## config.mk

```make
export PLATFORM = sky130hd
export DESIGN_NAME = heading_pid_controller_top
export DESIGN_NICKNAME = d
export VERILOG_FILES = /design/src/hw/rtl/hpid_pkg.sv /design/src/hw/rtl/heading_pid_controller_top.sv
export SDC_FILE = /design/constraint.sdc
export NUM_CORES = 2
export LEC_CHECK = 0
export BUFFER_PORTS_ARGS = -buffer_cell sky130_fd_sc_hd__buf_2
export CAP_MARGIN = 20
export CORE_ASPECT_RATIO = 1.5
export CORE_MARGIN = 2
export CORE_UTILIZATION = 40
export DETAILED_ROUTE_END_ITERATION = 6
export SYNTH_ARGS = -nofsm -noshare
export SYNTH_HDL_FRONTEND = slang
export SYNTH_SLANG_ARGS = --single-unit
```

## constraint.sdc

```tcl
create_clock -name i_clk -period 17.6 [get_ports i_clk]
set_input_delay 1.76 -clock i_clk [delete_from_list [all_inputs] [get_ports i_clk]]
set_output_delay 1.76 -clock i_clk [all_outputs]
set_load 0.005 [all_outputs]
```

## src/hw/rtl/hpid_pkg.sv

```systemverilog
// hpid_pkg: shared types, widths, constants and the arctangent table
// for the heading pid controller; no dependencies
`timescale 1ns / 1ps

package hpid_pkg;

    // field widths
    localparam int GOAL_W    = 16;
    localparam int GAIN_W    = 16;
    localparam int OUT_W     = 24;
    localparam int CFG_IDX_W = 2;

    // internal widths
    localparam int CORD_W    = 34;   // cordic x / y, inputs scaled by 2^14 plus growth
    localparam int Z_W       = 35;   // cordic angle, q30 radians
    localparam int EV_W      = 18;   // heading error before wrap
    localparam int ERR_W     = 16;   // heading error, q3.12
    localparam int DIFF_W    = 17;
    localparam int DERIV_W   = 20;
    localparam int INTEG_W   = 32;   // integral, q15.16
    localparam int MUL_B_W   = 33;
    localparam int PROD_W    = GAIN_W + MUL_B_W;
    localparam int ACC_W     = 50;
    localparam int ATAN_W    = 31;
    localparam int ATAN_IDX_W = 5;
    localparam int ATAN_LEN  = 24;

    localparam int PRESCALE_SH = 14;
    localparam int ERR_SH      = 18;
    localparam int ROUND_SH    = 12;

    typedef logic signed [CORD_W-1:0]  t_cord;
    typedef logic signed [Z_W-1:0]     t_z;
    typedef logic signed [EV_W-1:0]    t_ev;
    typedef logic signed [ERR_W-1:0]   t_err;
    typedef logic signed [DIFF_W-1:0]  t_diff;
    typedef logic signed [DERIV_W-1:0] t_deriv;
    typedef logic signed [INTEG_W-1:0] t_integ;
    typedef logic signed [INTEG_W:0]   t_integ_sum;
    typedef logic signed [GAIN_W-1:0]  t_gain;
    typedef logic signed [MUL_B_W-1:0] t_mul_b;
    typedef logic signed [PROD_W-1:0]  t_prod;
    typedef logic signed [ACC_W-1:0]   t_acc;
    typedef logic signed [OUT_W-1:0]   t_out;
    typedef logic signed [ATAN_W-1:0]  t_atan;
    typedef logic [ATAN_IDX_W-1:0]     t_atan_idx;

    typedef enum logic [CFG_IDX_W-1:0] {
        REG_GAIN_PROP     = 2'd0,
        REG_GAIN_INTEGRAL = 2'd1,
        REG_GAIN_DERIV    = 2'd2
    } t_reg_idx;

    typedef enum logic [3:0] {
        S_IDLE,
        S_CORD,
        S_ERR,
        S_DERIV,
        S_INTEG,
        S_ACC_P,
        S_ACC_I,
        S_ACC_D,
        S_OUT
    } t_state;

    localparam t_gain GAIN_PROP_RST     = -16'sd1536;
    localparam t_gain GAIN_INTEGRAL_RST = 16'sd0;
    localparam t_gain GAIN_DERIV_RST    = 16'sd0;

    localparam t_z    PI_Q30     = 35'sd3373259426;
    localparam t_z    ERR_ROUND  = 35'sd131072;
    localparam t_ev   PI_Q12     = 18'sd12868;
    localparam t_ev   TWO_PI_Q12 = 18'sd25736;
    localparam t_gain TENTH_Q16  = 16'sd6554;
    localparam t_prod STEP_ROUND = t_prod'(2048);
    localparam t_acc  OUT_ROUND  = t_acc'(2048);
    localparam t_acc  OUT_MAX    = t_acc'(8388607);
    localparam t_acc  OUT_MIN    = -t_acc'(8388608);
    localparam t_integ_sum INTEG_MAX = t_integ_sum'(2147483647);
    localparam t_integ_sum INTEG_MIN = -t_integ_sum'(33'sd2147483648);

    // arctangent of 2^-i in q30, truncated toward zero
    function automatic t_atan atan_entry(input t_atan_idx idx);
        t_atan v;
        case (idx)
            5'd0:    v = 31'sh3243F6A8;
            5'd1:    v = 31'sh1DAC6705;
            5'd2:    v = 31'sh0FADBAFC;
            5'd3:    v = 31'sh07F56EA6;
            5'd4:    v = 31'sh03FEAB76;
            5'd5:    v = 31'sh01FFD55B;
            5'd6:    v = 31'sh00FFFAAA;
            5'd7:    v = 31'sh007FFF55;
            5'd8:    v = 31'sh003FFFEA;
            5'd9:    v = 31'sh001FFFFD;
            5'd10:   v = 31'sh000FFFFF;
            5'd11:   v = 31'sh0007FFFF;
            5'd12:   v = 31'sh0003FFFF;
            5'd13:   v = 31'sh0001FFFF;
            5'd14:   v = 31'sh0000FFFF;
            5'd15:   v = 31'sh00007FFF;
            5'd16:   v = 31'sh00003FFF;
            5'd17:   v = 31'sh00001FFF;
            5'd18:   v = 31'sh00000FFF;
            5'd19:   v = 31'sh000007FF;
            5'd20:   v = 31'sh000003FF;
            5'd21:   v = 31'sh000001FF;
            5'd22:   v = 31'sh000000FF;
            5'd23:   v = 31'sh0000007F;
            default: v = '0;
        endcase
        return v;
    endfunction

endpackage

```

## src/hw/rtl/heading_pid_controller_top.sv

```systemverilog
// heading_pid_controller_top: turn-rate pid controller on the heading error
// to a goal point; uses hpid_pkg
`timescale 1ns / 1ps

// usage
// - input channel (i_in_valid / o_in_stall) carries a goal point i_goal_x,
//   i_goal_y in the robot frame; a transfer happens when valid is high and
//   stall is low
// - output channel (o_out_valid / i_out_stall) carries o_turn_rate (q11.12 rad/s)
//   and o_rate_clipped; one result per input item
// - config channel (i_cfg_valid / o_cfg_ready) writes the three q8.8 gains by
//   index; ready is always high; writes must come only while the block is
//   idle, which the block itself does not enforce; an index beyond the gain list is dropped
// - an item passes through the cordic iterations (one per cycle) and the
//   passes of the single multiplier; a new item is taken only once the
//   block has returned to idle
// - o_in_stall is high while an item is in flight; the output register
//   decouples the sides, so an item can enter while a result still waits
// - if the receiver stalls, the finished result waits in the last state
//   until the output register is free
// - reset (synchronous, active low) restores the default gains, clears the
//   prior error and the integral, and empties the output register

module heading_pid_controller_top
    import hpid_pkg::*;
#(
    parameter int CORDIC_STEPS = 14     // 8 .. 24
) (
    input  logic                        i_clk,
    input  logic                        i_rst_n,
    // input channel
    input  logic                        i_in_valid,
    output logic                        o_in_stall,
    input  logic signed [GOAL_W-1:0]    i_goal_x,
    input  logic signed [GOAL_W-1:0]    i_goal_y,
    // output channel
    output logic                        o_out_valid,
    input  logic                        i_out_stall,
    output logic signed [OUT_W-1:0]     o_turn_rate,
    output logic                        o_rate_clipped,
    // config channel
    input  logic                        i_cfg_valid,
    output logic                        o_cfg_ready,
    input  logic [CFG_IDX_W-1:0]        i_cfg_index,
    input  logic [GAIN_W-1:0]           i_cfg_data
);

    localparam int STEP_W = $clog2(CORDIC_STEPS);
    localparam logic [STEP_W-1:0] STEP_LAST = STEP_W'(CORDIC_STEPS - 1);

    // control state
    t_state             r_state, n_state;
    logic [STEP_W-1:0]  r_step;
    logic               r_out_valid;
    t_gain              r_gain_prop, r_gain_integral, r_gain_deriv;
    t_err               r_prior;
    t_integ             r_integ;

    // datapath registers
    t_cord              r_cx, r_cy;
    t_z                 r_z;
    logic               r_origin;
    t_err               r_err;
    t_deriv             r_deriv;
    t_prod              r_prod;
    t_acc               r_acc;
    t_out               r_turn_rate;
    logic               r_clipped;

    // decoded controls
    logic               in_xfer, out_xfer, cfg_xfer, out_free, out_load;
    t_gain              mul_a;
    t_mul_b             mul_b;
    t_prod              mul_p;

    // input pre-rotation
    t_cord              pre_x, pre_y;
    t_z                 pre_z;

    // cordic step
    t_cord              cord_dx, cord_dy;
    t_z                 cord_atan;

    // error, derivative, integral, output
    t_z                 err_z;
    t_ev                err_raw, err_wrap;
    t_diff              err_diff;
    t_prod              step_full;
    t_integ_sum         integ_sum;
    t_acc               out_full;

    assign in_xfer  = i_in_valid && !o_in_stall;
    assign out_xfer = r_out_valid && !i_out_stall;
    assign cfg_xfer = i_cfg_valid && o_cfg_ready;
    assign out_free = !r_out_valid || !i_out_stall;

    assign o_cfg_ready    = 1'b1;
    assign o_out_valid    = r_out_valid;
    assign o_turn_rate    = r_turn_rate;
    assign o_rate_clipped = r_clipped;

    // next state
    always_comb begin
        n_state = r_state;
        case (r_state)
            S_IDLE:  if (in_xfer) n_state = S_CORD;
            S_CORD:  if (r_step == STEP_LAST) n_state = S_ERR;
            S_ERR:   n_state = S_DERIV;
            S_DERIV: n_state = S_INTEG;
            S_INTEG: n_state = S_ACC_P;
            S_ACC_P: n_state = S_ACC_I;
            S_ACC_I: n_state = S_ACC_D;
            S_ACC_D: n_state = S_OUT;
            S_OUT:   if (out_free) n_state = S_IDLE;
            default: n_state = S_IDLE;
        endcase
    end

    // state outputs: stall, output load and multiplier operand select
    always_comb begin
        o_in_stall = (r_state != S_IDLE);
        out_load   = 1'b0;
        mul_a      = TENTH_Q16;
        mul_b      = t_mul_b'(r_err);
        case (r_state)
            S_DERIV: begin
                mul_a = TENTH_Q16;
                mul_b = t_mul_b'(r_err);
            end
            S_INTEG: begin
                mul_a = r_gain_prop;
                mul_b = t_mul_b'(r_err);
            end
            S_ACC_P: begin
                mul_a = r_gain_integral;
                mul_b = t_mul_b'(r_integ);
            end
            S_ACC_I: begin
                mul_a = r_gain_deriv;
                mul_b = t_mul_b'(r_deriv);
            end
            S_OUT: begin
                out_load = out_free;
            end
            default: begin
            end
        endcase
    end

    // the one shared multiplier
    assign mul_p = t_prod'(mul_a) * t_prod'(mul_b);

    // scale by 2^14 and fold the left half plane onto the right
    always_comb begin
        pre_x = t_cord'(i_goal_x) <<< PRESCALE_SH;
        pre_y = t_cord'(i_goal_y) <<< PRESCALE_SH;
        pre_z = '0;
        if (i_goal_x[GOAL_W-1]) begin
            pre_z = i_goal_y[GOAL_W-1] ? -PI_Q30 : PI_Q30;
            pre_x = -pre_x;
            pre_y = -pre_y;
        end
    end

    // one vectoring iteration per cycle
    assign cord_dx   = r_cy >>> r_step;
    assign cord_dy   = r_cx >>> r_step;
    assign cord_atan = t_z'(atan_entry(t_atan_idx'(r_step)));

    // negate, round to q3.12, wrap into +-pi
    always_comb begin
        err_z   = ERR_ROUND - r_z;
        err_raw = t_ev'(err_z >>> ERR_SH);
        if (err_raw < -PI_Q12) begin
            err_wrap = err_raw + TWO_PI_Q12;
        end else if (err_raw > PI_Q12) begin
            err_wrap = err_raw - TWO_PI_Q12;
        end else begin
            err_wrap = err_raw;
        end
    end

    assign err_diff = t_diff'(r_err) - t_diff'(r_prior);

    // integral step from e*6554, rounded to q16, then saturating add
    always_comb begin
        step_full = (r_prod + STEP_ROUND) >>> ROUND_SH;
        integ_sum = t_integ_sum'(r_integ) + t_integ_sum'(step_full);
    end

    assign out_full = (r_acc + OUT_ROUND) >>> ROUND_SH;

    // control registers
    always_ff @(posedge i_clk) begin
        if (!i_rst_n) begin
            r_state         <= S_IDLE;
            r_step          <= '0;
            r_out_valid     <= 1'b0;
            r_gain_prop     <= GAIN_PROP_RST;
            r_gain_integral <= GAIN_INTEGRAL_RST;
            r_gain_deriv    <= GAIN_DERIV_RST;
            r_prior         <= '0;
            r_integ         <= '0;
        end else begin
            r_state <= n_state;

            if (in_xfer) begin
                r_step <= '0;
            end else if (r_state == S_CORD) begin
                r_step <= r_step + 1'b1;
            end

            if (out_load) begin
                r_out_valid <= 1'b1;
            end else if (out_xfer) begin
                r_out_valid <= 1'b0;
            end

            if (cfg_xfer) begin
                case (i_cfg_index)
                    REG_GAIN_PROP:     r_gain_prop     <= t_gain'(i_cfg_data);
                    REG_GAIN_INTEGRAL: r_gain_integral <= t_gain'(i_cfg_data);
                    REG_GAIN_DERIV:    r_gain_deriv    <= t_gain'(i_cfg_data);
                    default: begin
                    end
                endcase
            end

            if (r_state == S_DERIV) begin
                r_prior <= r_err;
            end

            if (r_state == S_INTEG) begin
                if (integ_sum > INTEG_MAX) begin
                    r_integ <= t_integ'(INTEG_MAX);
                end else if (integ_sum < INTEG_MIN) begin
                    r_integ <= t_integ'(INTEG_MIN);
                end else begin
                    r_integ <= t_integ'(integ_sum);
                end
            end
        end
    end

    // datapath registers
    always_ff @(posedge i_clk) begin
        case (r_state)
            S_IDLE: begin
                if (in_xfer) begin
                    r_cx     <= pre_x;
                    r_cy     <= pre_y;
                    r_z      <= pre_z;
                    r_origin <= (i_goal_x == '0) && (i_goal_y == '0);
                end
            end
            S_CORD: begin
                if (!r_cy[CORD_W-1]) begin
                    r_cx <= r_cx + cord_dx;
                    r_cy <= r_cy - cord_dy;
                    r_z  <= r_z + cord_atan;
                end else begin
                    r_cx <= r_cx - cord_dx;
                    r_cy <= r_cy + cord_dy;
                    r_z  <= r_z - cord_atan;
                end
            end
            S_ERR: begin
                r_err <= r_origin ? '0 : t_err'(err_wrap);
            end
            S_DERIV: begin
                // 10 * (e - prior e) as 8x + 2x
                r_deriv <= (t_deriv'(err_diff) <<< 3) + (t_deriv'(err_diff) <<< 1);
                r_prod  <= mul_p;
            end
            S_INTEG: begin
                r_acc  <= '0;
                r_prod <= mul_p;
            end
            S_ACC_P: begin
                r_acc  <= r_acc + (t_acc'(r_prod) <<< 4);
                r_prod <= mul_p;
            end
            S_ACC_I: begin
                r_acc  <= r_acc + t_acc'(r_prod);
                r_prod <= mul_p;
            end
            S_ACC_D: begin
                r_acc <= r_acc + (t_acc'(r_prod) <<< 4);
            end
            S_OUT: begin
                if (out_load) begin
                    if (out_full > OUT_MAX) begin
                        r_turn_rate <= t_out'(OUT_MAX);
                        r_clipped   <= 1'b1;
                    end else if (out_full < OUT_MIN) begin
                        r_turn_rate <= t_out'(OUT_MIN);
                        r_clipped   <= 1'b1;
                    end else begin
                        r_turn_rate <= t_out'(out_full);
                        r_clipped   <= 1'b0;
                    end
                end
            end
            default: begin
            end
        endcase
    end

endmodule
```

==> flow_metrics.env <==
export IMPL_max_cap_violations=0
export IMPL_synth_distinct_cells=103
export IMPL_power_ir_vdd_worst_mv=0.219
export IMPL_maximum_clock_path_buffer_count=3
export IMPL_die_w_um=305
export IMPL_hold_end="r_gain_integral[6]$_SDFFE_PN0P_"
export IMPL_yosys_cell_count_top_type="inv_1"
export IMPL_start_util=0.404
export IMPL_dr_total_vias=46600
export IMPL_timing_critical_path_fanout_max=32
export IMPL_area_delta_synth_final_pct=7.38
export IMPL_netlist_top_cells_area="fa_1, edfxtp_1, ha_1"
export IMPL_power_leakage_nw=25.3
export IMPL_final_critical_delay_including_setup_and_external_delays_ns=10.22
export IMPL_final_setup_tns_ns=0
export IMPL_core_sq_um=135000
export IMPL_synth_main_ff_cell="edfxtp_1"
export IMPL_power_per_cell_area_nw_per_um2=239
export IMPL_power_share_switching=0.509
export IMPL_yosys_top_cells_count="inv_1, nand2_1, nor2_1"
export IMPL_period_share=0.581
export IMPL_numPlacedInstances=8059
export IMPL_power_combinational_fraction=0.787
export IMPL_die_area_sq_um=139000
export IMPL_pwr_share_clk=0.079
export IMPL_mappedNetlistNets=7354
export IMPL_tightestPinTransition_ns=1.22
export IMPL_slowest_stage="a211oi_2"
export IMPL_power_report_internal_total_mw=6.86
export IMPL_htree_levels=2
export IMPL_worstSkewPairLatency_ns=0.69
export IMPL_grt_setup_unrepaired="false"
export IMPL_crit_required_ns=17.96
export IMPL_crit_path_start="r_state[3]$_SDFFE_PN0P_"
export IMPL_grt_pass1_wl_mm=269
export IMPL_row_count=165
export IMPL_io_pins=83
export IMPL_count_of_fill_cells_added_during_filler_insertion=13500
export IMPL_min_from="r_gain_integral[6]$_SDFFE_PN0P_"
export IMPL_cts_hold_buffers=0
export IMPL_clock_transition_at_path_regs_ns=0.07
export IMPL_timing_final_max_slew_violations=0
export IMPL_synth_top_cell_by_area="fa_1"
export IMPL_die_height_um=456
export IMPL_finalWeightedCongestion=0.968
export IMPL_min_delay_path_class="flip-flop to flip-flop"
export IMPL_reg2reg_from="r_state[3]$_SDFFE_PN0P_"
export IMPL_antenna_found_initial=15
export IMPL_route_final_wire_length_mm=174
export IMPL_netlist_instances=6407
export IMPL_number_of_cts_inserted_buffers=48
export IMPL_detail_route_vias_per_cell=5.71
export IMPL_detail_route_antenna_nets=0
export IMPL_cell_count_final_fillers_out=8152
export IMPL_timing_critical_path_to_type="flip-flop"
export IMPL_critical_path_class="flip-flop to flip-flop"
export IMPL_final_setup_skew_ns=0.0639
export IMPL_failed_checks="design-rule violations"
export IMPL_synth_seq_cells=397
export IMPL_synthesis_area_sq_um=54500
export IMPL_synth_sequential_area_ratio=0.194
export IMPL_remaining_drc_errors=5
export IMPL_maximum_number_of_pins_on_one_net_before_global_route_repair=69
export IMPL_critical_path_most_common_cell="fa_1"
export IMPL_crit_path_start_kind="flip-flop"
export IMPL_cts_resized_gates=0
export IMPL_timing_reg2reg_worst_path_depth=29
export IMPL_sequential_share_of_power=0.134
export IMPL_numClockSinks=397
export IMPL_drive_above_1_share=0.0705
export IMPL_mean_post_synth_cell_area_sq_um=8.51
export IMPL_timing_slew_headroom=0.188
export IMPL_timing_final_setup_violations=0
export IMPL_critical_path_max_stage_delay_ns=0.84
export IMPL_io_buffers=81
export IMPL_via_count_of_the_first_global_routing_pass=47600
export IMPL_routed_wire_length_per_instance_um=21.3
export IMPL_synth_warning_count=0
export IMPL_max_freq_mhz=97.8
export IMPL_run_status="finished with violations"
export IMPL_synth_top_cell_area_share=0.183
export IMPL_hpwl_mm=138
export IMPL_critical_path_reg2reg_endpoint="r_prod[48]$_DFFE_PP_"
export IMPL_clock_root_buffer="clkbuf_16"
export IMPL_drtIter0Drc=2979
export IMPL_async_reset_ff_frac=0
export IMPL_cts_setup_buffers=0
export IMPL_globalRouteOverflowTotal=0
export IMPL_power_net_switching_mw=7.12
export IMPL_firstDrtPassIters=7
export IMPL_setup_slack_of_the_most_critical_reg_to_reg_path_ns=7.38
export IMPL_hold_viol=0
export IMPL_worstHoldPathCells=2
export IMPL_final_util=0.434
export IMPL_num_nets_final=7305
export IMPL_track_usage=0.246
export IMPL_clock_tree_from_tritoncts="built"
export IMPL_arrival_ns=10.58
export IMPL_number_of_enable_type_register_cells_in_the_synthesized_netlist=263
-- stage by stage --
stage / hold WS [ns] / power (mW) / setup WS (ns) / area (sq um)
finish: 0.454 / 14.0 / 7.38 / 58600
global route: 0.463 / 15.4 / 6.82 / 58600
CTS: 0.454 / 14.0 / 7.42 / 58500
detailed placement: 0.445 / 12.8 / 7.51 / 56800
global placement: 0.440 / 12.7 / 7.48 / 56800
floorplan: 0.432 / 10.3 / 8.34 / 54500
-- power groups by stage --
| stage | clock network [mW] | logic (mW) | registers [mW] |
|---|---|---|---|
| final | 1.11 | 11.0 | 1.87 |
| after floorplan | 0 | 8.52 | 1.74 |
| after global placement | 0 | 10.8 | 1.88 |
| after CTS | 1.13 | 11.0 | 1.87 |
| after detailed placement | 0 | 10.9 | 1.89 |
| after global routing | 1.16 | 12.4 | 1.90 |
-- worst max path at each step --
stage	to	slack [ns]
6_report	r_prod[48]$_DFFE_PP_	7.38
5_1_grt	r_prod[48]$_DFFE_PP_	6.82
4_1_cts	r_prod[48]$_DFFE_PP_	7.42
3_5_place_dp	r_prod[48]$_DFFE_PP_	7.51
3_3_place_gp	r_prod[48]$_DFFE_PP_	7.48
2_1_floorplan	r_prod[48]$_DFFE_PP_	8.34
-- routing by layer --
layer / vias to the layer above / share of wire / wire (um) / global-route usage
met1: 22900 / 0.37 / 64700 / 0.267
met2: 1277 / 0.53 / 91900 / 0.470
met3: 428 / 0.041 / 7170 / 0.0265
met5: - / 0.00025 / 43 / 0
met4: 8 / 0.057 / 9860 / 0.120
li1: 22000 / - / - / -
-- cells by family (layout without fill, tap and decap cells) --
kind of cell,count (synthesis),count (layout),synth area share
muxes,167,167,0.0484
and+or+nand+nor,1939,1939,0.162
adders and majority gates,899,899,0.275
other,1,2,0.0000688
buffers and inverters,990,981,0.0704
AOI/OAI and AO/OA,1546,1546,0.176
xor gates and xnor gates,468,468,0.0752
DFF,397,397,0.194
-- state kept, by name, summed over array words and instances, names as in the netlist, 19 cells and up --
signal / cells
cord_atan: 29
o_turn_rate: 24
r_acc: 50
r_cx: 34
r_cy: 34
r_deriv: 19
r_integ: 32
r_prod: 49
r_z: 35
-- placed cells by master, fill, tap and decap left out, drive strengths merged, types with 49 or more instances in the layout --
cell,instances
inv,729
nand2,711
nor2,605
fa,499
a21oi,462
o21ai,395
ha,393
xnor2,302
edfxtp,263
a21o,180
buf,167
xor2,166
dfxtp,134
nand3,133
nor3,80
a211oi,78
mux4,74
nor2b,65
mux2i,64
o22ai,64
and3,62
clkbuf,56
nand2b,53
o21a,49
-- critical path: cells and delay by family (launching register included) --
family	cells	cell delay, ns
adders and majority gates	7	3.40
and+or+nand+nor	3	0.62
AOI/OAI and AO/OA	12	3.87
xor gates and xnor gates	1	0.15
buffers and inverters	6	1.28
DFF	1	0.53
-- area by class of cell --
class | instances | area (sq um) | area share
diodes | 1 | 2.50 | 0.0000427
repair buffers | 167 | 1050 | 0.0179
clock buffers | 56 | 1280 | 0.0219
multi-input cells | 5020 | 40300 | 0.688
clock inverters | 34 | 439 | 0.00750
inverters | 724 | 2720 | 0.0464
flip-flops and latches | 397 | 10600 | 0.181
well taps | 1753 | 2190 | 0.0375
No activity file was read; power rests on OpenSTA's default activity.
